File: config.mk
export PLATFORM = sky130hd
export DESIGN_NAME = gctl_hint
export DESIGN_NICKNAME = d
export VERILOG_FILES = /design/src/rtl/core/gctl_pkg.sv /design/src/rtl/core/gctl_hint.sv
export SDC_FILE = /design/constraint.sdc
export NUM_CORES = 2
export LEC_CHECK = 0
export BUFFER_PORTS_ARGS = -buffer_cell sky130_fd_sc_hd__buf_2
export CORE_MARGIN = 5
export CORE_UTILIZATION = 25
export CTS_BUF_LIST = sky130_fd_sc_hd__clkbuf_4 sky130_fd_sc_hd__clkbuf_8
export DETAILED_ROUTE_END_ITERATION = 8
export GPL_TIMING_DRIVEN = 0
export PLACE_DENSITY = 0.49
export SLEW_MARGIN = 20
export SYNTH_ARGS = -nofsm -noshare
export SYNTH_HDL_FRONTEND = slang
export SYNTH_SLANG_ARGS = --single-unit
File: constraint.sdc
create_clock -name clock -period 6.1 [get_ports clock]
set_input_delay 0.305 -clock clock [delete_from_list [all_inputs] [get_ports clock]]
set_output_delay 0.305 -clock clock [all_outputs]
set_load 0.02 [all_outputs]
File: src/rtl/core/gctl_pkg.sv
`timescale 1ns / 1ps
// ---------------------------------------------------------------------------
// gctl_pkg: shared types and constants of the glyph cache tag engine
// Sizes of the entry store and hint table, opcodes and the structs that
// travel between the sequencer and the two memories.
// ---------------------------------------------------------------------------
package gctl_pkg;

   // sizes
   localparam int ENTRIES    = 64;
   localparam int HINT_SLOTS = 256;   // power of two, hint slot is a mask of the key
   localparam int IDX_W      = $clog2(ENTRIES);
   localparam int CNT_W      = $clog2(ENTRIES + 1);
   localparam int HINT_W     = $clog2(HINT_SLOTS);

   // field widths
   localparam int KEY_W  = 21;
   localparam int ADV_W  = 8;
   localparam int AGE_W  = 32;
   localparam int SLOT_W = 6;

   // opcodes
   localparam logic OP_LOOKUP = 1'b0;
   localparam logic OP_FILL   = 1'b1;

   typedef struct packed {
      logic              en;
      logic [HINT_W-1:0] addr;
   } hint_req_type;

   typedef struct packed {
      logic              en;
      logic [HINT_W-1:0] addr;
      logic [IDX_W-1:0]  idx;
   } hint_wr_type;

   typedef struct packed {
      logic             hit;
      logic [IDX_W-1:0] idx;
   } hint_rd_type;

   typedef struct packed {
      logic             en;
      logic [IDX_W-1:0] idx;
   } ent_req_type;

   typedef struct packed {
      logic             fill;   // write key, advance, age and set valid
      logic             touch;  // write age only
      logic [IDX_W-1:0] idx;
      logic [KEY_W-1:0] key;
      logic [ADV_W-1:0] adv;
      logic [AGE_W-1:0] age;
   } ent_wr_type;

   typedef struct packed {
      logic             valid;
      logic [IDX_W-1:0] idx;
      logic [KEY_W-1:0] key;
      logic [ADV_W-1:0] adv;
      logic [AGE_W-1:0] age;
   } ent_rd_type;

endpackage

File: src/rtl/core/gctl_hint.sv
`timescale 1ns / 1ps
// ---------------------------------------------------------------------------
// gctl_hint: direct-mapped hint table
// Synchronous memory of entry indexes with one valid flop per slot that
// reset clears; read data is registered.
// ---------------------------------------------------------------------------
module gctl_hint (
   input  logic                  clock,
   input  logic                  reset,
   input  gctl_pkg::hint_req_type rd_req,
   input  gctl_pkg::hint_wr_type  wr,
   output gctl_pkg::hint_rd_type  rd
);
   import gctl_pkg::*;

   logic [IDX_W-1:0]      hint_mem [HINT_SLOTS];
   logic [HINT_SLOTS-1:0] slot_valid_ff;
   logic                  rd_hit_ff;
   logic [IDX_W-1:0]      rd_idx_ff;

   // slot valid bits
   always_ff @(posedge clock) begin
      if (reset) begin
         slot_valid_ff <= '0;
      end else if (wr.en) begin
         slot_valid_ff[wr.addr] <= 1'b1;
      end
   end

   // memory write port
   always_ff @(posedge clock) begin
      if (wr.en) begin
         hint_mem[wr.addr] <= wr.idx;
      end
   end

   // registered read port
   always_ff @(posedge clock) begin
      if (rd_req.en) begin
         rd_hit_ff <= slot_valid_ff[rd_req.addr];
         rd_idx_ff <= hint_mem[rd_req.addr];
      end
   end

   assign rd.hit = rd_hit_ff;
   assign rd.idx = rd_idx_ff;

endmodule

* After elaboration in Yosys (flattened, before gate mapping) *
Memory sizes are Yosys's and may differ from the RTL's. A register that Yosys moved wholly into a read port is not among the register bits.
Cells that the tools add are included.

storage, ports and cells
  bits in registers = 257
  bits in writable memories = 1536
  output and inout port bits = 7
  memories = 1
  word-level logic and storage cells = 14
  input port bits = 26

memories
  memory    depth  bits a word  read ports  clocked after Yosys merged registers in  wr ports  line             text
  hint_mem  256    6            1           1                                        1         gctl_hint.sv:16  logic [IDX_W-1:0] hint_mem [HINT_SLOTS];

cells by class
  $lt $le $gt $ge = 3
  reductions and logical operators = 1
  mux-type cells = 6
  bitwise operators = 1

operators by type and width
  cell                                                                          count
  256-bit bitwise OR                                                            1
  8-bit by 9-bit less-than comparator with 1-bit output, second input constant  2
  1-bit binary-select mux with 8-bit select                                     1
  1-bit demux with 8-bit select                                                 1
  8-bit by 1-bit >= comparator with 1-bit output, second input constant         1
  1-bit 2-to-1 mux                                                              4
  1-bit logical AND                                                             1

* Longest topological paths before layout *
  word-level depth = 5
  gate-level depth with buffers = 12
  mapped depth without buffers = 6

* Worst setup path after synthesis *
OpenSTA, ideal clock, no wires.

  path type = input port to flip-flop
  start point = in rd_req[0] (netlist name)
  end point = reg rd_idx_ff[2] (read register of hint_mem) (data pin)
  setup slack = 3.780 ns
  path buffers = 4
  required time = 5.837 ns
  data arrival time = 2.057 ns
  setup time = 0.263 ns
  stages on the path = 9
  path through = buf_6 -> buf_6 -> buf_6 -> buf_4 -> mux4_2 -> a22oi_1 -> o211ai_1 -> nor3_1 -> nor4_1

RTL lines
  what             line             text
  start, declared  gctl_hint.sv:10  input gctl_pkg::hint_req_type rd_req,
  end, declared    gctl_hint.sv:19  logic [IDX_W-1:0] rd_idx_ff;

==> run_results.csv <==
group,metric,value,unit
status,status,"complete, no violations",
worst_setup_path,critPathBufInv,3,
yosys,synth-seq-area-share,73.4,%
hold_path,hold_class,"in2reg",
job,maxCapViolations,0,
cts,cts_resized,0,
die,core_area,279000,µm²
cts,cts_tree,"built",
sta,grt_setup_unrepaired,"no",
finish,area.growth.synth_to_final,17.4,%
placed_design,place_area,75900,µm²
grt,track_usage,15.6,%
worst_setup_path,slowest_stage,"nor2_1",
yosys,yosys.area.top_type,"edfxtp_1",
die,fp.dieH,540,µm
detailed_routing,wl_per_cell,28.4,µm
detailed_routing,drt_wl_total,234000,µm
worst_setup_path,crit_fanout,10,
die,die-area,291000,µm²
finish,fill_cells,27500,
detailed_routing,drtIter0Drc,4750,
grt,antenna_found_initial,26,
placed_design,pre_cts_slack,0.773,ns
sta,setup_violations,0,
worst_setup_path,crit_chain,"buf_4 > buf_2 > nand2_1 > nor2_1 > clkbuf_1 > a22oi_1 > o211ai_1 > nor3_1 > nor4_1",
sta,worstMarginPinSlew,1.28,ns
grt,grt_overflow,0,
yosys,yosys_warnings,0,
cts,insertion_delay,1.04,ns
yosys,synth_area,70100,µm²
sta,fin_hold_ws,0.144,ns
yosys,yosys.area.top_type_share,66.1,%
die,initial_utilization,25.1,%
die,ioPinCount,33,
die,die_w,540,µm
finish,drive_gt1_share,24.4,%
placed_design,dp_hpwl,162000,µm
worst_setup_path,worstSetupPathType,"in2reg",
sta,finClkSkew,0.0593,ns
cts,cts.clk_slew.worst_paths,0.06,ns
detailed_routing,ant_nets,0,
cts,cts_sinks,1799,
placed_design,place_congestion,0.859,
worst_setup_path,crit_required,6.79,ns
die,row_count,194,
cts,htree_levels,5,
cts,cts_made_buffers,319,
worst_setup_path,startpoint_type,"input port",
yosys,synth_most_common_cell,"edfxtp_1",
worst_setup_path,worstSetupEndpointType,"register",
sta,post-route-period-util,68.5,%
yosys,yosys_most_used_dff,"edfxtp_1",
finish,final_nets,4302,
yosys,synth.distinct_cells,60,
detailed_routing,first_pass_iters,5,
yosys,synth_common_cells,"edfxtp_1 (1543), nor2_1 (749), mux4_2 (329)",
sta,setup_ws,1.92,ns
detailed_routing,drcViolationCount,0,
grt,grt_max_degree,126,
sta,finalHoldViolCount,0,
worst_setup_path,slowest_delay,0.87,ns
power,max-vdd-ir-drop,0.224,mV
grt,grt_pass1_wl,320000,µm
yosys,synth_edf_count,1543,
sta,setup_tns,0,ns
yosys,synth_nets,3913,
power,power.leakage,26.2,nW
sta,relSlewSlack,13.8,%
detailed_routing,vias,39700,
placed_design,numPortBuffers,23,
finish,utilization,29.5,%
grt,grt_pass1_vias,39600,
sta,period_needed,4.18,ns
yosys,postSynthCellCount,3887,
yosys,avgSynthCellArea,18.0,µm²
cts,clk_path_buf_depth,4,
sta,fmax,239,MHz
yosys,netlist_top_cells_area,"edfxtp_1 (66%), mux4_2 (11%), dfxtp_1 (7.3%), nor2_1 (4.0%), mux4_1 (2.2%)",
worst_setup_path,crit_arrival,4.87,ns
detailed_routing,via_per_inst,4.81,
power,powerDensity,317,nW/µm²
worst_setup_path,cp_top_family,"simple AND/OR/NAND/NOR gates",
cts,root_buffer,"clkbuf_8",
yosys,ys_ff_latch,1799,
finish,final_area,82300,µm²
sta,maxSlewViolCount,0,
yosys,async_flop_share,0,%
==> final cells by class <==
type | instances | area (µm²) | area share [%]
sequential | 1799 | 51500 | 62.5
clock buffer | 490 | 5920 | 7.19
buffer | 232 | 1630 | 1.98
multi-input combinational | 1853 | 17100 | 20.7
tap | 3724 | 4660 | 5.66
timing repair buffer | 68 | 1130 | 1.38
antenna | 10 | 25.0 | 0.0304
clock inverter | 68 | 409 | 0.497
inverter | 3 | 11.3 | 0.0137
==> metal layers <==
layer | vias to the layer above | track usage (%) | share of wire [%]
met4 | 2 | 6.06 | 4.1
met2 | 1810 | 24.8 | 47
li1 | 16300 | - | -
met3 | 478 | 3.78 | 7.9
met1 | 21100 | 20.6 | 41
met5 | - | 0 | 0.0030
==> tightest hold or removal path, delay by kind of cell <==
family,cells,cell delay (ns)
buffers and inverters,1,0.15
and+or+nand+nor,2,0.48
==> worst paths after layout <==
path	startpoint	endpoint	slack, ns	cells after the start
worst max-delay path	rd_req[2]	rd_idx_ff[2]$_DFFE_PP_	1.92	9
worst min-delay path	wr[13]	hint_mem[239][4]$_DFFE_PP_	0.14	3
worst min register to register	slot_valid_ff[55]$_SDFFE_PP0P_	slot_valid_ff[55]$_SDFFE_PP0P_	0.46	2
worst max register to register	hint_mem[43][1]$_DFFE_PP_	rd_idx_ff[1]$_DFFE_PP_	2.48	6
==> layout by cell type, fill, tap and decap left out, types with 31 or more instances in the layout <==
cell,count
edfxtp_1,1543
nor2_1,749
clkbuf_8,361
mux4_2,329
dfxtp_1,256
mux2i_1,155
clkbuf_4,133
clkbuf_1,87
a22oi_1,68
o22ai_1,66
nand2_1,61
mux4_1,60
buf_2,54
a21oi_1,46
nand3_1,40
nor3_1,37
clkinv_1,36
nor4_1,31
==> logic make-up (layout without fill, tap and decap cells) <==
kind of cell    count (synthesis)  count (layout)  share of synthesized area (%)
mux                           547             547                           15.1
other cells                     0              10                              0
flops                        1799            1799                           73.4
compound gates                320             320                           3.41
simple gates                  986             986                           5.81
buf+inv                       235             861                           2.30
==> stage by stage <==
stage / cells / total power, mW
after floorplan: 3887 / 14.3
after global placement: 7634 / 15.1
after detailed placement: 7671 / 15.1
after CTS: 8237 / 26.3
after global routing: 8241 / 26.9
final: 8247 / 26.1
==> report_power, final <==
part	internal [mW]	leakage (nW)	switching (mW)
combinational	0.461	6.90	1.04
sequential	13.4	15.9	0.0131
clock	6.32	3.39	4.92
total	20.2	26.2	5.97
==> registers in the layout, indices dropped and copies added (netlist names) <==
| name | count |
|---|---|
| hint_mem | 1536 |
| rd_hit_ff | 1 |
| rd_idx_ff | 6 |
| slot_valid_ff | 256 |
==> timing repair <==
item | CTS | global route
buffers inserted | 0 | 0
endpoints found under the hold margin | 580 | 0
hold buffers | 8 | 0
Power figures use the tool's default switching activity.
