<file path="src/rtl/core/gctl_pkg.sv">
`timescale 1ns / 1ps
// ---------------------------------------------------------------------------
// gctl_pkg: shared types and constants of the glyph cache tag engine
// Sizes of the entry store and hint table, opcodes and the structs that
// travel between the sequencer and the two memories.
// ---------------------------------------------------------------------------
package gctl_pkg;

   // sizes
   localparam int ENTRIES    = 64;
   localparam int HINT_SLOTS = 256;   // power of two, hint slot is a mask of the key
   localparam int IDX_W      = $clog2(ENTRIES);
   localparam int CNT_W      = $clog2(ENTRIES + 1);
   localparam int HINT_W     = $clog2(HINT_SLOTS);

   // field widths
   localparam int KEY_W  = 21;
   localparam int ADV_W  = 8;
   localparam int AGE_W  = 32;
   localparam int SLOT_W = 6;

   // opcodes
   localparam logic OP_LOOKUP = 1'b0;
   localparam logic OP_FILL   = 1'b1;

   typedef struct packed {
      logic              en;
      logic [HINT_W-1:0] addr;
   } hint_req_type;

   typedef struct packed {
      logic              en;
      logic [HINT_W-1:0] addr;
      logic [IDX_W-1:0]  idx;
   } hint_wr_type;

   typedef struct packed {
      logic             hit;
      logic [IDX_W-1:0] idx;
   } hint_rd_type;

   typedef struct packed {
      logic             en;
      logic [IDX_W-1:0] idx;
   } ent_req_type;

   typedef struct packed {
      logic             fill;   // write key, advance, age and set valid
      logic             touch;  // write age only
      logic [IDX_W-1:0] idx;
      logic [KEY_W-1:0] key;
      logic [ADV_W-1:0] adv;
      logic [AGE_W-1:0] age;
   } ent_wr_type;

   typedef struct packed {
      logic             valid;
      logic [IDX_W-1:0] idx;
      logic [KEY_W-1:0] key;
      logic [ADV_W-1:0] adv;
      logic [AGE_W-1:0] age;
   } ent_rd_type;

endpackage

</file>
<file path="src/rtl/core/gctl_seq.sv">
`timescale 1ns / 1ps
// ---------------------------------------------------------------------------
// gctl_seq: lookup and fill sequencer
// Reads the hint, checks the hinted entry, scans the entry store one entry
// a cycle, then writes back age, entry and hint and loads the result beat.
// ---------------------------------------------------------------------------
module gctl_seq (
   input  logic                        clock,
   input  logic                        reset,
   input  logic                        req_valid,
   output logic                        req_ready,
   input  logic                        req_opcode,
   input  logic [gctl_pkg::KEY_W-1:0]  req_codepoint,
   input  logic [gctl_pkg::ADV_W-1:0]  req_new_advance,
   output logic                        rsp_valid,
   input  logic                        rsp_ready,
   output logic                        rsp_found,
   output logic [gctl_pkg::SLOT_W-1:0] rsp_slot_index,
   output logic [gctl_pkg::ADV_W-1:0]  rsp_advance_out,
   output logic                        rsp_evicted,
   output gctl_pkg::hint_req_type      hint_req,
   output gctl_pkg::hint_wr_type       hint_wr,
   input  gctl_pkg::hint_rd_type       hint_rd,
   output gctl_pkg::ent_req_type       ent_req,
   output gctl_pkg::ent_wr_type        ent_wr,
   input  gctl_pkg::ent_rd_type        ent_rd
);
   import gctl_pkg::*;

   localparam logic [2:0] S_IDLE = 3'd0;
   localparam logic [2:0] S_HINT = 3'd1;
   localparam logic [2:0] S_HCHK = 3'd2;
   localparam logic [2:0] S_SCAN = 3'd3;
   localparam logic [2:0] S_DONE = 3'd4;

   logic [2:0]        state_ff,     state_in;
   logic              op_ff,        op_in;
   logic [KEY_W-1:0]  key_ff,       key_in;
   logic [ADV_W-1:0]  adv_ff,       adv_in;
   logic [CNT_W-1:0]  iss_ff,       iss_in;
   logic [AGE_W-1:0]  best_ff,      best_in;
   logic [AGE_W-1:0]  age_ff,       age_in;
   logic              res_found_ff, res_found_in;
   logic [IDX_W-1:0]  res_idx_ff,   res_idx_in;
   logic [ADV_W-1:0]  res_adv_ff,   res_adv_in;
   logic              res_evict_ff, res_evict_in;
   logic              res_hint_ff,  res_hint_in;
   logic              rsp_valid_ff, rsp_valid_in;
   logic              rsp_found_ff, rsp_found_in;
   logic [SLOT_W-1:0] rsp_slot_ff,  rsp_slot_in;
   logic [ADV_W-1:0]  rsp_adv_ff,   rsp_adv_in;
   logic              rsp_evict_ff, rsp_evict_in;
   logic              key_hit;
   logic              last_entry;

   assign key_hit    = ent_rd.valid && (ent_rd.key == key_ff);
   assign last_entry = (ent_rd.idx == IDX_W'(ENTRIES - 1));
   assign req_ready  = (state_ff == S_IDLE);

   // next-state and datapath control
   always_comb begin
      state_in     = state_ff;
      op_in        = op_ff;
      key_in       = key_ff;
      adv_in       = adv_ff;
      iss_in       = iss_ff;
      best_in      = best_ff;
      age_in       = age_ff;
      res_found_in = res_found_ff;
      res_idx_in   = res_idx_ff;
      res_adv_in   = res_adv_ff;
      res_evict_in = res_evict_ff;
      res_hint_in  = res_hint_ff;
      rsp_valid_in = rsp_valid_ff && !rsp_ready;
      rsp_found_in = rsp_found_ff;
      rsp_slot_in  = rsp_slot_ff;
      rsp_adv_in   = rsp_adv_ff;
      rsp_evict_in = rsp_evict_ff;
      hint_req     = '0;
      hint_wr      = '0;
      ent_req      = '0;
      ent_wr       = '0;

      unique case (state_ff)
         S_IDLE: begin
            if (req_valid) begin
               op_in         = req_opcode;
               key_in        = req_codepoint;
               adv_in        = req_new_advance;
               hint_req.en   = 1'b1;
               hint_req.addr = HINT_W'(req_codepoint % HINT_SLOTS);
               state_in      = S_HINT;
            end
         end
         S_HINT: begin
            ent_req.en = 1'b1;
            if (op_ff == OP_LOOKUP && hint_rd.hit) begin
               ent_req.idx = hint_rd.idx;
               state_in    = S_HCHK;
            end else begin
               ent_req.idx = '0;
               iss_in      = CNT_W'(1);
               best_in     = '1;
               res_idx_in  = '0;
               state_in    = S_SCAN;
            end
         end
         S_HCHK: begin
            if (key_hit) begin
               res_found_in = 1'b1;
               res_idx_in   = ent_rd.idx;
               res_adv_in   = ent_rd.adv;
               res_evict_in = 1'b0;
               res_hint_in  = 1'b0;
               state_in     = S_DONE;
            end else begin
               ent_req.en  = 1'b1;
               ent_req.idx = '0;
               iss_in      = CNT_W'(1);
               best_in     = '1;
               res_idx_in  = '0;
               state_in    = S_SCAN;
            end
         end
         S_SCAN: begin
            // check the entry read last cycle
            if (op_ff == OP_LOOKUP) begin
               if (key_hit) begin
                  res_found_in = 1'b1;
                  res_idx_in   = ent_rd.idx;
                  res_adv_in   = ent_rd.adv;
                  res_evict_in = 1'b0;
                  res_hint_in  = 1'b1;
                  state_in     = S_DONE;
               end else if (last_entry) begin
                  res_found_in = 1'b0;
                  res_idx_in   = '0;
                  res_adv_in   = '0;
                  res_evict_in = 1'b0;
                  res_hint_in  = 1'b0;
                  state_in     = S_DONE;
               end
            end else begin
               if (!ent_rd.valid) begin
                  res_found_in = 1'b0;
                  res_idx_in   = ent_rd.idx;
                  res_adv_in   = '0;
                  res_evict_in = 1'b0;
                  res_hint_in  = 1'b1;
                  state_in     = S_DONE;
               end else begin
                  // strictly older keeps the lowest index on ties
                  if (ent_rd.age < best_ff) begin
                     best_in    = ent_rd.age;
                     res_idx_in = ent_rd.idx;
                  end
                  if (last_entry) begin
                     res_found_in = 1'b0;
                     res_adv_in   = '0;
                     res_evict_in = 1'b1;
                     res_hint_in  = 1'b1;
                     state_in     = S_DONE;
                  end
               end
            end
            // issue the next read
            if (state_in == S_SCAN && iss_ff != CNT_W'(ENTRIES)) begin
               ent_req.en  = 1'b1;
               ent_req.idx = iss_ff[IDX_W-1:0];
               iss_in      = iss_ff + CNT_W'(1);
            end
         end
         S_DONE: begin
            if (!rsp_valid_ff || rsp_ready) begin
               rsp_valid_in = 1'b1;
               rsp_found_in = res_found_ff;
               rsp_slot_in  = SLOT_W'(res_idx_ff);
               rsp_adv_in   = res_adv_ff;
               rsp_evict_in = res_evict_ff;
               if (op_ff == OP_FILL || res_found_ff) begin
                  age_in = age_ff + AGE_W'(1);
               end
               ent_wr.fill  = (op_ff == OP_FILL);
               ent_wr.touch = (op_ff == OP_LOOKUP) && res_found_ff;
               ent_wr.idx   = res_idx_ff;
               ent_wr.key   = key_ff;
               ent_wr.adv   = adv_ff;
               ent_wr.age   = age_ff + AGE_W'(1);
               hint_wr.en   = res_hint_ff;
               hint_wr.addr = HINT_W'(key_ff % HINT_SLOTS);
               hint_wr.idx  = res_idx_ff;
               state_in     = S_IDLE;
            end
         end
         default: begin
            state_in = S_IDLE;
         end
      endcase
   end

   // control registers
   always_ff @(posedge clock) begin
      if (reset) begin
         state_ff     <= S_IDLE;
         age_ff       <= '0;
         rsp_valid_ff <= 1'b0;
      end else begin
         state_ff     <= state_in;
         age_ff       <= age_in;
         rsp_valid_ff <= rsp_valid_in;
      end
   end

   // item and result payload
   always_ff @(posedge clock) begin
      op_ff        <= op_in;
      key_ff       <= key_in;
      adv_ff       <= adv_in;
      iss_ff       <= iss_in;
      best_ff      <= best_in;
      res_found_ff <= res_found_in;
      res_idx_ff   <= res_idx_in;
      res_adv_ff   <= res_adv_in;
      res_evict_ff <= res_evict_in;
      res_hint_ff  <= res_hint_in;
      rsp_found_ff <= rsp_found_in;
      rsp_slot_ff  <= rsp_slot_in;
      rsp_adv_ff   <= rsp_adv_in;
      rsp_evict_ff <= rsp_evict_in;
   end

   assign rsp_valid       = rsp_valid_ff;
   assign rsp_found       = rsp_found_ff;
   assign rsp_slot_index  = rsp_slot_ff;
   assign rsp_advance_out = rsp_adv_ff;
   assign rsp_evicted     = rsp_evict_ff;

   // a hit never reports an eviction
   assert property (@(posedge clock) disable iff (reset)
      rsp_valid_ff && rsp_found_ff |-> !rsp_evict_ff)
      else $error("hit beat flagged as eviction");

   // age counter moves only when an item retires
   assert property (@(posedge clock) disable iff (reset)
      !$stable(age_ff) && !$past(reset) |-> $past(state_ff) == S_DONE)
      else $error("age counter changed outside write-back");

   // scan data always belongs to the last issued index
   assert property (@(posedge clock) disable iff (reset)
      state_ff == S_SCAN |-> ent_rd.idx == IDX_W'(iss_ff - CNT_W'(1)))
      else $error("scan read data out of step with issue counter");

   // memory writes happen only on retirement
   assert property (@(posedge clock) disable iff (reset)
      ent_wr.fill || ent_wr.touch || hint_wr.en |-> rsp_valid_in && state_ff == S_DONE)
      else $error("write-back outside result load");

endmodule

</file>
<file path="config.mk">
export PLATFORM = sky130hd
export DESIGN_NAME = gctl_seq
export DESIGN_NICKNAME = d
export VERILOG_FILES = /design/src/rtl/core/gctl_pkg.sv /design/src/rtl/core/gctl_seq.sv
export SDC_FILE = /design/constraint.sdc
export NUM_CORES = 1
export LEC_CHECK = 0
export ABC_AREA = 1
export BUFFER_PORTS_ARGS = -buffer_cell sky130_fd_sc_hd__buf_4
export CAP_MARGIN = 10
export CORE_MARGIN = 3
export CORE_UTILIZATION = 30
export CTS_CLUSTER_SIZE = 12
export DETAILED_ROUTE_END_ITERATION = 8
export HOLD_SLACK_MARGIN = 0.02
export MAX_ROUTING_LAYER = met4
export PLACE_DENSITY = 0.56
export SYNTH_ARGS = -nofsm -noshare
export SYNTH_HDL_FRONTEND = slang
export SYNTH_SLANG_ARGS = --single-unit
</file>
<file path="constraint.sdc">
create_clock -name clock -period 8.5 [get_ports clock]
set_input_delay 1.275 -clock clock [delete_from_list [all_inputs] [get_ports clock]]
set_output_delay 1.275 -clock clock [all_outputs]
set_load 0.02 [all_outputs]
</file>
# --- After elaboration in Yosys (flattened, before gate mapping) ---
# Cells that the tools add are included.
op_classes:
  n_reduce_logical: 21
  n_eq_ne: 20
  shifts: 0
  bitwise_logic: 1
  n_addsub: 2
  multipliers: 0
  div: 0
  n_mux: 63
  n_lt_le_gt_ge: 1
op_table:
  columns: ["op", "count"]
  rows:
  - ["$mux 32", 5]
  - ["$mux 69", 2]
  - ["$pmux 32 s3", 1]
  - ["$mux 6", 8]
  - ["$pmux 7 s3", 2]
  - ["$mux 8", 5]
  - ["$mux 7", 5]
  - ["$add 32x1->32 const B", 1]
  - ["$lt 32x32->1", 1]
  - ["$mux 15", 2]
  - ["$mux 3", 8]
  - ["$eq 21x21->1", 1]
  - ["$mux 9", 2]
  - ["$ne 2x2->1 const B", 9]
  - ["$pmux 6 s3", 1]
  - ["$mux 1", 17]
  - ["$pmux 8 s2", 1]
  - ["$pmux 3 s5", 1]
  - ["$ne 4x4->1 const B", 3]
  - ["$reduce_and 4->1", 3]
  - ["$eq 3x2->1 const B", 3]
  - ["$reduce_and 2->1", 4]
  - ["$add 7x1->7 const B", 1]
  - ["$ne 7x7->1 const B", 1]
  - ["13 further kinds", 21]
word_totals:
  word_cells: 125
  output_inout_bits: 118
  memories: 0
  rom_bits: 0
  inputBits: 109
  latchBits: 0
  ramBits: 0
  regBits: 138

# --- Depth between registers and ports, before layout ---
# Gate-level depths: netlist (run 1).
depth:
  ltp_word: 9
  mapped_depth: 13
  mapped_depth_nobuf: 13

# --- Worst setup path before layout (run 1) ---
# No wires, ideal clock.
synth_path:
  kind: "input -> output"
  from: "input rsp_ready"
  to: "output hint_wr[11] in the netlist's numbering"
  cell_stages: 6
  slack_ns: 4.277
  t_arrival_ns: 2.948
  path_buffers: 2
  required_time_ns: 7.225
  path_cell_list: "nor2_1 -> nor2_2 -> clkinv_1 -> clkbuf_1 -> nor2_1 -> buf_4"
synth_rtl:
  columns: ["element", "line_no", "source"]
  rows:
  - ["start: declaration", "gctl_seq.sv:16", "input logic rsp_ready,"]
  - ["end: declaration", "gctl_seq.sv:22", "output gctl_pkg::hint_wr_type hint_wr,"]

==> results of run 1 <==
-- layout by cell type, fill, tap and decap left out, types with 5 or more instances in the layout --
master     synthesis  routed
dfxtp_1           36      36
clkbuf_16          0      20
xor2_1            15      15
nor3_1            22      22
edfxtp_1         102     102
nor2_2             5       5
buf_4             14     228
nand4_1           14      14
nand3_1           19      19
nor2_1           145     145
nand2_1          207     207
xnor2_1           11      11
inv_1            134     134
or2_2             29      29
a21oi_1           55      54
ha_1              34      34
o21ai_0           39      39
o21ai_2            7       7
-- kinds of logic (layout without fill, tap and decap cells) --
family / after synthesis / count (layout) / synth area share
flip-flops: 138 / 138 / 0.484
other: 0 / 1 / 0
AO/OA/AOI/OAI: 115 / 115 / 0.0823
AND/OR/NAND/NOR: 463 / 463 / 0.258
adder cells (fa/ha/maj): 34 / 34 / 0.0544
XOR/XNOR: 26 / 26 / 0.0291
buffers and inverters: 176 / 399 / 0.0925
-- how the worst min path moves through the flow --
stage / from / to / slack, ns / cells past startpoint
floorplan: res_evict_ff / rsp_evicted / 0.40 / 0
global placement: res_evict_ff / rsp_evicted / 0.40 / 0
detailed placement: res_evict_ff / rsp_evicted / 0.41 / 0
CTS: res_evict_ff / rsp_evicted / 0.42 / 0
global route: res_evict_ff / rsp_evicted / 0.43 / 0
finish: res_evict_ff / rsp_evicted / 0.42 / 0
-- critical path, stage by stage, from the launching register on --
cell,delay (ns)
dfxtp_1,0.36
nor2_2,0.14
nand2_1,0.44
nor2_2,0.95
clkinv_1,0.81
buf_4,0.46
nor2_1,0.27
buf_4,0.20
-- metrics by stage --
stage	instances	setup slack, ns	total power [mW]
2_1_floorplan	952	4.28	1.09
3_3_place_gp	1473	3.11	1.24
3_5_place_dp	1473	3.09	1.25
4_1_cts	1505	2.92	2.00
5_1_grt	1506	2.66	2.07
6_report	1506	3.14	1.96
-- cell usage after synthesis (15+ instances only) --
cell        n
inv_1     134
nand2_1   207
o21ai_0    39
ha_1       34
edfxtp_1  102
or2_2      29
xor2_1     15
dfxtp_1    36
nor3_1     22
a21oi_1    55
nand3_1    19
clkbuf_1   15
nor2_1    145
-- registers in the layout, indices dropped and copies added, names as in the netlist --
| signal | count |
|---|---|
| res_found_ff | 1 |
| op_ff | 1 |
| iss_ff | 7 |
| rsp_slot_index | 6 |
| best_ff | 32 |
| res_idx_ff | 6 |
| adv_ff | 8 |
| age_ff | 32 |
| res_evict_ff | 1 |
| res_adv_ff | 8 |
| rsp_evicted | 1 |
| rsp_found | 1 |
| rsp_advance_out | 8 |
| rsp_valid | 1 |
| res_hint_ff | 1 |
| key_ff | 21 |
| state_ff | 3 |
-- layout make-up --
class,instances,area [µm²]
clock inverters,7,53.8
inverters,139,522
clock buffers,25,529
well taps,330,413
diodes,1,2.50
repair buffers,228,1710
fillers,2601,15100
multi-input cells,638,3320
flip-flops and latches,138,3780
-- power groups by stage --
stage	clock network (mW)	registers, mW	logic [mW]
finish	0.731	0.856	0.373
global route	0.784	0.865	0.421
CTS	0.758	0.856	0.381
detailed placement	0	0.870	0.379
global placement	0	0.867	0.376
floorplan	0	0.864	0.226
-- layer usage --
metal	global-route usage	wire (µm)
met4	0.0384	242
met1	0.206	10000
met2	0.263	10500
met5	-	0
met3	0.0475	1610
==> flow_summary_export.csv, run 1 <==
group,metric,value,unit
grt,antenna_found_initial,1,
grt,grt_pass1_vias,6675,
power_and_ir_drop,internal_power,1.38,mW
placement,port_buffers,226,
clock_network,path_clk_slew,0.06,ns
power_and_ir_drop,p_switching,577,µW
yosys,ys_types,39,
placement,dp_hpwl,17.6,mm
floorplanning,dieHeight,167,µm
grt,grt_pass1_wl,35.3,mm
critical_path,startpoint_type,"flop",
power_and_ir_drop,seqPwrFrac,0.437,
grt,grt_use_total,0.164,
clock_network,h-tree-depth,4,
critical_path,path_class,"reg -> out",
critical_path,crit_start,"state_ff[0]",
clock_network,clk_latency,0.42,ns
detailed_routing,viasPerCell,4.51,
detailed_routing,totalWireLength,22.4,mm
yosys,synth_top_area_frac,0.392,
run_status,status,"finished, final reports clean",
timing,setup_tns,0,ns
layout,fin_area,10300,µm²
yosys,synth_seq_cells,138,
grt,grt_max_degree,64,
timing,relSlewSlack,0.265,
placement,place.gp.congestion,0.894,
clock_network,postCtsHoldBufs,0,
power_and_ir_drop,vdd_drop_max,0.115,mV
detailed_routing,dr.pass1.iters,5,
timing,finalMaxSlewViolations,0,
floorplanning,die-area,28000,µm²
yosys,postSynthAreaPerCell,8.21,µm²
yosys,yosysTopAreaCell,"edfxtp_1",
timing,fin_crit,5.36,ns
clock_network,clock-sinks,138,
timing,tightest_slew,1.10,ns
critical_path,reg2reg_to,"age_ff[18]",
power_and_ir_drop,switching_share,0.294,
timing,rsz0062_at_grt,"false",
layout,fin_util,0.407,
clock_network,cts_resized,0,
clock_network,post_cts_buffers,0,
floorplanning,fp-row-count,58,
layout,drive_above_1_share,0.268,
job,drv_cap,0,
detailed_routing,vias,6789,
yosys,synthArstFlopShare,0,
timing,setup_violations,0,
power_and_ir_drop,p_per_area,190,nW/µm²
clock_network,cts_root_buffer,"clkbuf_16",
critical_path,worstPathRequired,7.22,ns
yosys,yosysWarningCount,0,
floorplanning,start_util,0.308,
yosys,syn_area,7820,µm²
critical_path,reg2regPathDepth,7,
timing,clock_skew,0.0163,ns
yosys,ys.flop_type,"edfxtp_1",
layout,area_growth,32.2,%
layout,fin_nets,1305,
clock_network,cts_tree,"built",
critical_path,worstPathArrival,4.09,ns
critical_path,r2r-start,"state_ff[0]",
yosys,syn_nets,1095,
floorplanning,die_x,167,µm
critical_path,endpoint_kind,"primary output",
grt,grt-ovfl-total,0,
detailed_routing,drc,0,
timing,period_share,0.631,
yosys,synth-edff-count,102,
clock_network,clockBufferDepth,2,
clock_network,cts_buffers,17,
detailed_routing,antenna_left,0,
power_and_ir_drop,combinationalPowerShare,0.190,
yosys,yosys-top-cells-area,"edfxtp_1 (39%), nand2_1 (9.9%), dfxtp_1 (9.2%), nor2_1 (7.0%), inv_1 (6.4%)",
placement,placed_area,9750,µm²
critical_path,crit_fanout,30,
critical_path,worstSetupEndpoint,"hint_wr[11]",
worst_hold_path,hold_class,"reg -> reg",
timing,hold_viol,0,
yosys,synth-seq-area-share,0.484,
floorplanning,ios,227,
power_and_ir_drop,p_clk_frac,0.373,
critical_path,r2r_slack,5.12,ns
detailed_routing,wire_per_inst,14.9,µm
floorplanning,core_area,25400,µm²
yosys,synth_cells,952,
timing,fmax,187,MHz
power_and_ir_drop,p_leak,4.76,nW
detailed_routing,drtIter0Drc,341,
timing,whs,0.422,ns
Note: power is estimated with default switching activity, not from simulation.
==> inputs of run 2 (changes only) <==
==> constraint.sdc (replaced) <==
create_clock -name clock -period 5.25 [get_ports clock]
set_input_delay 0.7875 -clock clock [delete_from_list [all_inputs] [get_ports clock]]
set_output_delay 0.7875 -clock clock [all_outputs]
set_load 0.02 [all_outputs]
==> run 2 against run 1 <==
  * Clock power grew 66%
  * Die area is the same
  * Worst hold slack gained 0.0092 ns
  * Wire length shrank 0.45%
  * Design area grew 0.23%
  * Power grew 63%
  * Register-to-register slack lost 2.6 ns
  * Count of clock-buffer cells in the layout shrank 3
  * Utilization grew 0.094 points
  * Critical path depth grew 1
  * Non-clock buffer count grew 1
  * Critical endpoint is now ent_wr[43]
==> flow_summary_export.csv, run 2 (synthesis results as in run 1) <==
group,metric,value,unit
timing,clock_skew,0.0118,ns
critical_path,critical_path.top_delay_family,"buffers and inverters",
timing,setup_ws,1.37,ns
critical_path,crit_start,"state_ff[0]",
timing,setup_tns,0,ns
critical_path,r2r_slack,2.52,ns
worst_hold_path,min-delay-start,"res_evict_ff",
detailed_routing,antenna_left,0,
power_and_ir_drop,p_clk_frac,0.379,
floorplanning,core_area,25400,µm²
timing,finalMaxSlewViolations,0,
floorplanning,die-area,28000,µm²
layout,area_growth,32.5,%
critical_path,cp_cell_sequence,"nor2_2, nand2_1, nor2_2, buf_4, clkinv_1, buf_4, nor2_1, buf_4",
detailed_routing,dr.pass1.iters,5,
floorplanning,die_x,167,µm
detailed_routing,wire_per_inst,14.8,µm
power_and_ir_drop,vdd_drop_max,0.169,mV
layout,fin_util,0.408,
clock_network,postCtsHoldBufs,0,
detailed_routing,totalWireLength,22.3,mm
power_and_ir_drop,p_per_area,309,nW/µm²
grt,grt_pass1_wl,35.9,mm
layout,fin_nets,1306,
timing,relSlewSlack,0.266,
placement,dp_cells,1474,
power_and_ir_drop,internal_power,2.25,mW
timing,period_share,0.740,
timing,fin_crit,3.88,ns
clock_network,cts_tree,"built",
placement,port_buffers,226,
grt,antenna_found_initial,0,
layout,multi_input_area,3320,µm²
critical_path,critPathBufInv,4,
floorplanning,ios,227,
critical_path,path_common_cell,"buf_4",
power_and_ir_drop,combinationalPowerShare,0.188,
clock_network,path_clk_slew,0.06,ns
critical_path,reg2regPathDepth,6,
grt,grt_pass1_vias,6901,
layout,top_regs,"age_ff (32), best_ff (32), key_ff (21)",
timing,hold_viol,0,
critical_path,crit_slowest_cell,"clkinv_1",
clock_network,clockBufferDepth,2,
critical_path,path_class,"reg -> out",
grt,grt_max_degree,64,
clock_network,h-tree-depth,4,
power_and_ir_drop,switching_share,0.295,
timing,whs,0.431,ns
detailed_routing,drc,0,
layout,register_area,3780,µm²
power_and_ir_drop,power,3.20,mW
floorplanning,fp-row-count,58,
clock_network,cts_resized,0,
clock_network,cts_buffers,17,
grt,grt_use_total,0.165,
detailed_routing,viasPerCell,4.50,
critical_path,endpoint_kind,"primary output",
power_and_ir_drop,p_leak,4.78,nW
job,drv_cap,0,
layout,fin_area,10400,µm²
critical_path,reg2reg_to,"best_ff[0]",
critical_path,worstPathArrival,3.10,ns
placement,dp_slack,1.68,ns
placement,dp_hpwl,17.6,mm
floorplanning,start_util,0.308,
layout,fin_cells,1506,
power_and_ir_drop,seqPwrFrac,0.433,
timing,setup_violations,0,
grt,grt-ovfl-total,0,
clock_network,post_cts_buffers,0,
critical_path,worstPathRequired,4.46,ns
power_and_ir_drop,p_switching,943,µW
layout,num-fill-cells,2603,
layout,final_cell_mix,"buf_4 (229), nand2_1 (207), nor2_1 (145)",
timing,fmax,258,MHz
detailed_routing,vias,6780,
detailed_routing,drtIter0Drc,306,
clock_network,clk_latency,0.41,ns
critical_path,r2r-start,"op_ff",
timing,tightest_slew,1.10,ns
critical_path,startpoint_type,"flop",
layout,final_common_cell,"buf_4",
layout,drive_above_1_share,0.272,
timing,rsz0062_at_grt,"false",
clock_network,clock-sinks,138,
worst_hold_path,hold_class,"reg -> reg",
critical_path,max_stage_delay,0.45,ns
clock_network,cts_root_buffer,"clkbuf_16",
critical_path,crit_fanout,37,
run_status,status,"finished, final reports clean",
worst_hold_path,min_path_cells,0,
layout,antenna_cells,0,
placement,place.gp.congestion,0.875,
placement,placed_area,9760,µm²
floorplanning,dieHeight,167,µm
worst_hold_path,hold_end,"rsp_evicted",
## run 2: cell types whose count changed in the layout (fill, tap and decap cells not counted), sizes merged
cell,previous run,this run
clkinv,7,6
inv,138,142
buf,228,229
clkbuf,25,22
diode,1,0
## run 2: how the worst max path moves through the flow
stage / end / slack, ns / depth (start not counted)
floorplan: best_ff[0] / 1.57 / 8
global placement: ent_wr[41] / 1.80 / 8
detailed placement: ent_wr[43] / 1.68 / 8
CTS: ent_wr[43] / 1.22 / 8
global route: ent_wr[47] / 1.00 / 8
finish: ent_wr[43] / 1.37 / 8
## run 2: power by group through the flow
stage          Sequential, mW  Combinational [mW]  Clock, mW
4_1_cts                  1.38               0.615       1.25
6_report                 1.38               0.602       1.21
3_5_place_dp             1.41               0.613          0
3_3_place_gp             1.40               0.609          0
5_1_grt                  1.40               0.681       1.30
2_1_floorplan            1.40               0.366          0
## run 2: metal layers
| layer | vias to the layer above | share of wire | track usage |
|---|---|---|---|
| met4 | 0 | 0.011 | 0.0331 |
| met3 | 11 | 0.063 | 0.0427 |
| met5 | - | 0 | - |
| met2 | 201 | 0.47 | 0.268 |
| met1 | 3083 | 0.46 | 0.210 |
| li1 | 3485 | - | - |
## run 2: layout make-up
cell class	count	share of cell area
Tap cell	330	0.0399
Inverter	139	0.0504
Timing Repair Buffer	229	0.166
Sequential cell	138	0.365
Multi-Input combinational cell	638	0.321
Clock inverter	10	0.00712
Clock buffer	22	0.0510
==> inputs of run 3 (changes only) <==
--- a/config.mk
+++ b/config.mk
@@ -5,7 +5,7 @@
 export SDC_FILE = /design/constraint.sdc
 export NUM_CORES = 1
 export LEC_CHECK = 0
-export ABC_AREA = 1
+export ABC_AREA = 0
 export BUFFER_PORTS_ARGS = -buffer_cell sky130_fd_sc_hd__buf_4
 export CAP_MARGIN = 10
 export CORE_MARGIN = 3
@@ -14,7 +14,7 @@
 export DETAILED_ROUTE_END_ITERATION = 8
 export HOLD_SLACK_MARGIN = 0.02
 export MAX_ROUTING_LAYER = met4
-export PLACE_DENSITY = 0.56
+export PLACE_DENSITY = 0.58
 export SYNTH_ARGS = -nofsm -noshare
 export SYNTH_HDL_FRONTEND = slang
 export SYNTH_SLANG_ARGS = --single-unit
==> constraint.sdc (replaced) <==
create_clock -name clock -period 3.3 [get_ports clock]
set_input_delay 0.495 -clock clock [delete_from_list [all_inputs] [get_ports clock]]
set_output_delay 0.495 -clock clock [all_outputs]
set_load 0.02 [all_outputs]
==> run 3 against run 2 <==
  * Sequential cell count unchanged
  * Synthesized cell count down 21%
  * Via count decreased by 10%
  * Global-route usage down 0.87 points
  * Final cell count decreased by 14%
  * First-iteration DRC count rose by 26%
  * Power grew 47%
  * Combinational power decreased by 3%
==> flow_summary_export.csv, run 3 <==
group,metric,value,unit
run_status,status,"finished, final reports clean",
timing,rsz0062_at_grt,"false",
timing,clock_skew,0.0107,ns
critical_path,startpoint_type,"flop",
layout,final_cell_mix,"buf_4 (242), edfxtp_1 (102), nor2_1 (77)",
clock_network,cts_buffers,17,
grt,grt_pass1_wl,32.0,mm
yosys,yosysWarningCount,0,
critical_path,endpoint_kind,"primary output",
clock_network,post_cts_buffers,0,
placement,dp_hpwl,15.6,mm
worst_hold_path,hold_class,"in -> reg",
detailed_routing,drtIter0Drc,387,
floorplanning,start_util,0.307,
layout,final_common_cell,"buf_4",
layout,area_growth,34.8,%
yosys,synth_cells,749,
placement,port_buffers,226,
detailed_routing,drc,0,
clock_network,clock-sinks,138,
power_and_ir_drop,vdd_drop_max,0.269,mV
layout,multi_input_area,3290,µm²
critical_path,worstPathRequired,2.80,ns
floorplanning,die-area,26900,µm²
clock_network,postCtsHoldBufs,0,
clock_network,cts_tree,"built",
detailed_routing,antenna_left,0,
layout,fin_util,0.413,
yosys,yosys-top-cells-area,"edfxtp_1 (41%), dfxtp_1 (9.6%), ha_1 (5.7%), xnor2_1 (5.1%), and3_1 (4.4%)",
clock_network,h-tree-depth,4,
floorplanning,die_x,164,µm
yosys,ys.flop_type,"edfxtp_1",
floorplanning,fp-row-count,57,
layout,drive_above_1_share,0.294,
yosys,synth_common_cells,"edfxtp_1 (102), nor2_1 (77), and3_1 (53), nand2_1 (51), inv_1 (50)",
floorplanning,ios,227,
yosys,syn_nets,892,
layout,top_regs,"age_ff (32), best_ff (32), key_ff (21)",
yosys,synth_top_area_frac,0.408,
yosys,yosysMostFrequentCell,"edfxtp_1",
clock_network,clockBufferDepth,2,
critical_path,crit_fanout,8,
yosys,synth_seq_cells,138,
grt,antenna_found_initial,0,
detailed_routing,wire_per_inst,15.9,µm
floorplanning,dieHeight,164,µm
clock_network,clk_latency,0.41,ns
yosys,syn_area,7500,µm²
power_and_ir_drop,p_leak,4.29,nW
placement,dp_slack,0.400,ns
placement,place.gp.congestion,0.851,
timing,fin_crit,3.06,ns
timing,hold_viol,0,
layout,fin_nets,1104,
yosys,postSynthAreaPerCell,10.0,µm²
power_and_ir_drop,p_per_area,464,nW/µm²
power_and_ir_drop,power,4.69,mW
timing,setup_tns,0,ns
grt,grt_use_total,0.156,
yosys,synthArstFlopShare,0,
timing,setup_violations,0,
layout,num-fill-cells,2413,
timing,relSlewSlack,0.511,
grt,grt_max_degree,40,
timing,setup_ws,0.241,ns
detailed_routing,totalWireLength,20.7,mm
yosys,synth-seq-area-share,0.505,
grt,grt_pass1_vias,6067,
layout,antenna_cells,0,
detailed_routing,vias,6079,
critical_path,path_class,"reg -> out",
job,drv_cap,0,
yosys,yosysTopAreaCell,"edfxtp_1",
detailed_routing,dr.pass1.iters,5,
clock_network,path_clk_slew,0.06,ns
grt,grt-ovfl-total,0,
critical_path,worstPathArrival,2.56,ns
timing,tightest_slew,0.733,ns
clock_network,cts_root_buffer,"clkbuf_16",
layout,register_area,3780,µm²
yosys,ys_types,48,
floorplanning,core_area,24500,µm²
timing,finalMaxSlewViolations,0,
detailed_routing,viasPerCell,4.68,
timing,period_share,0.927,
yosys,synth-edff-count,102,
timing,fmax,327,MHz
-- run 3: cell types whose count changed in the layout (fill, tap and decap cells not counted), moves of 8 or more --
cell / delta
mux2i_1: +8
inv_1: -84
or3_1: +49
nand2_1: -156
o21ai_0: -16
a21oi_1: -17
nor2_1: -68
and2_1: +8
and3_1: +52
nor3_1: -9
xnor2_1: +33
buf_4: +13
xor2_1: +12
or2_2: -26
-- run 3: layout make-up --
class,count,area share
clock buffers,18,0.0424
clock inverters,14,0.0194
inverters,51,0.0189
multi-input cells,511,0.325
flip-flops and latches,138,0.374
well taps,324,0.0401
repair buffers,242,0.180
-- run 3: per-stage QoR --
| step | hold WS (ns) | area, µm² | cells |
|---|---|---|---|
| floorplan | 0.400 | 7500 | 749 |
| global placement | 0.429 | 9490 | 1266 |
| detailed placement | 0.426 | 9490 | 1266 |
| CTS | 0.232 | 10100 | 1298 |
| global route | 0.224 | 10100 | 1298 |
| finish | 0.255 | 10100 | 1298 |
-- run 3: per-layer routing --
layer	share of wire	track usage
met5	0	-
met4	0.018	0.0427
met3	0.065	0.0396
met2	0.48	0.251
met1	0.44	0.195
-- run 3: where the power goes --
group	internal [mW]	total [mW]	switching, mW
clock	1.27	2.05	0.778
sequential	2.00	2.06	0.0620
combinational	0.249	0.583	0.334
-- run 3: logic make-up after synthesis --
kind of cell | Yosys count | share of synthesized area
compound gates | 88 | 0.0702
xor+xnor | 71 | 0.0829
fa+ha+maj | 34 | 0.0567
buf+inv | 100 | 0.0579
flops | 138 | 0.505
mux | 8 | 0.0107
simple gates | 310 | 0.217
-- run 3: critical path, stage by stage, from the launching register on --
cell and delay, ns:
dfxtp_1 0.49, nand4_2 0.24, nor4_4 0.40, nand3_1 0.31
or3_1 0.38, a21oi_1 0.17, buf_4 0.16
-- run 3: repair_timing --
action	in CTS	in global routing
hold endpoints to repair	0	0
endpoints found under the setup margin	0	7
resized for setup	0	1
-- run 3: final timing paths --
| check | endpoint | slack, ns | startpoint | cells after the start |
|---|---|---|---|---|
| max | ent_wr[26] | 0.24 | age_ff[10] | 6 |
| min | key_ff[20] | 0.26 | req_codepoint[20] | 1 |
| max reg2reg | res_idx_ff[2] | 0.78 | best_ff[1] | 7 |
| min reg2reg | rsp_evicted | 0.43 | res_evict_ff | 0 |
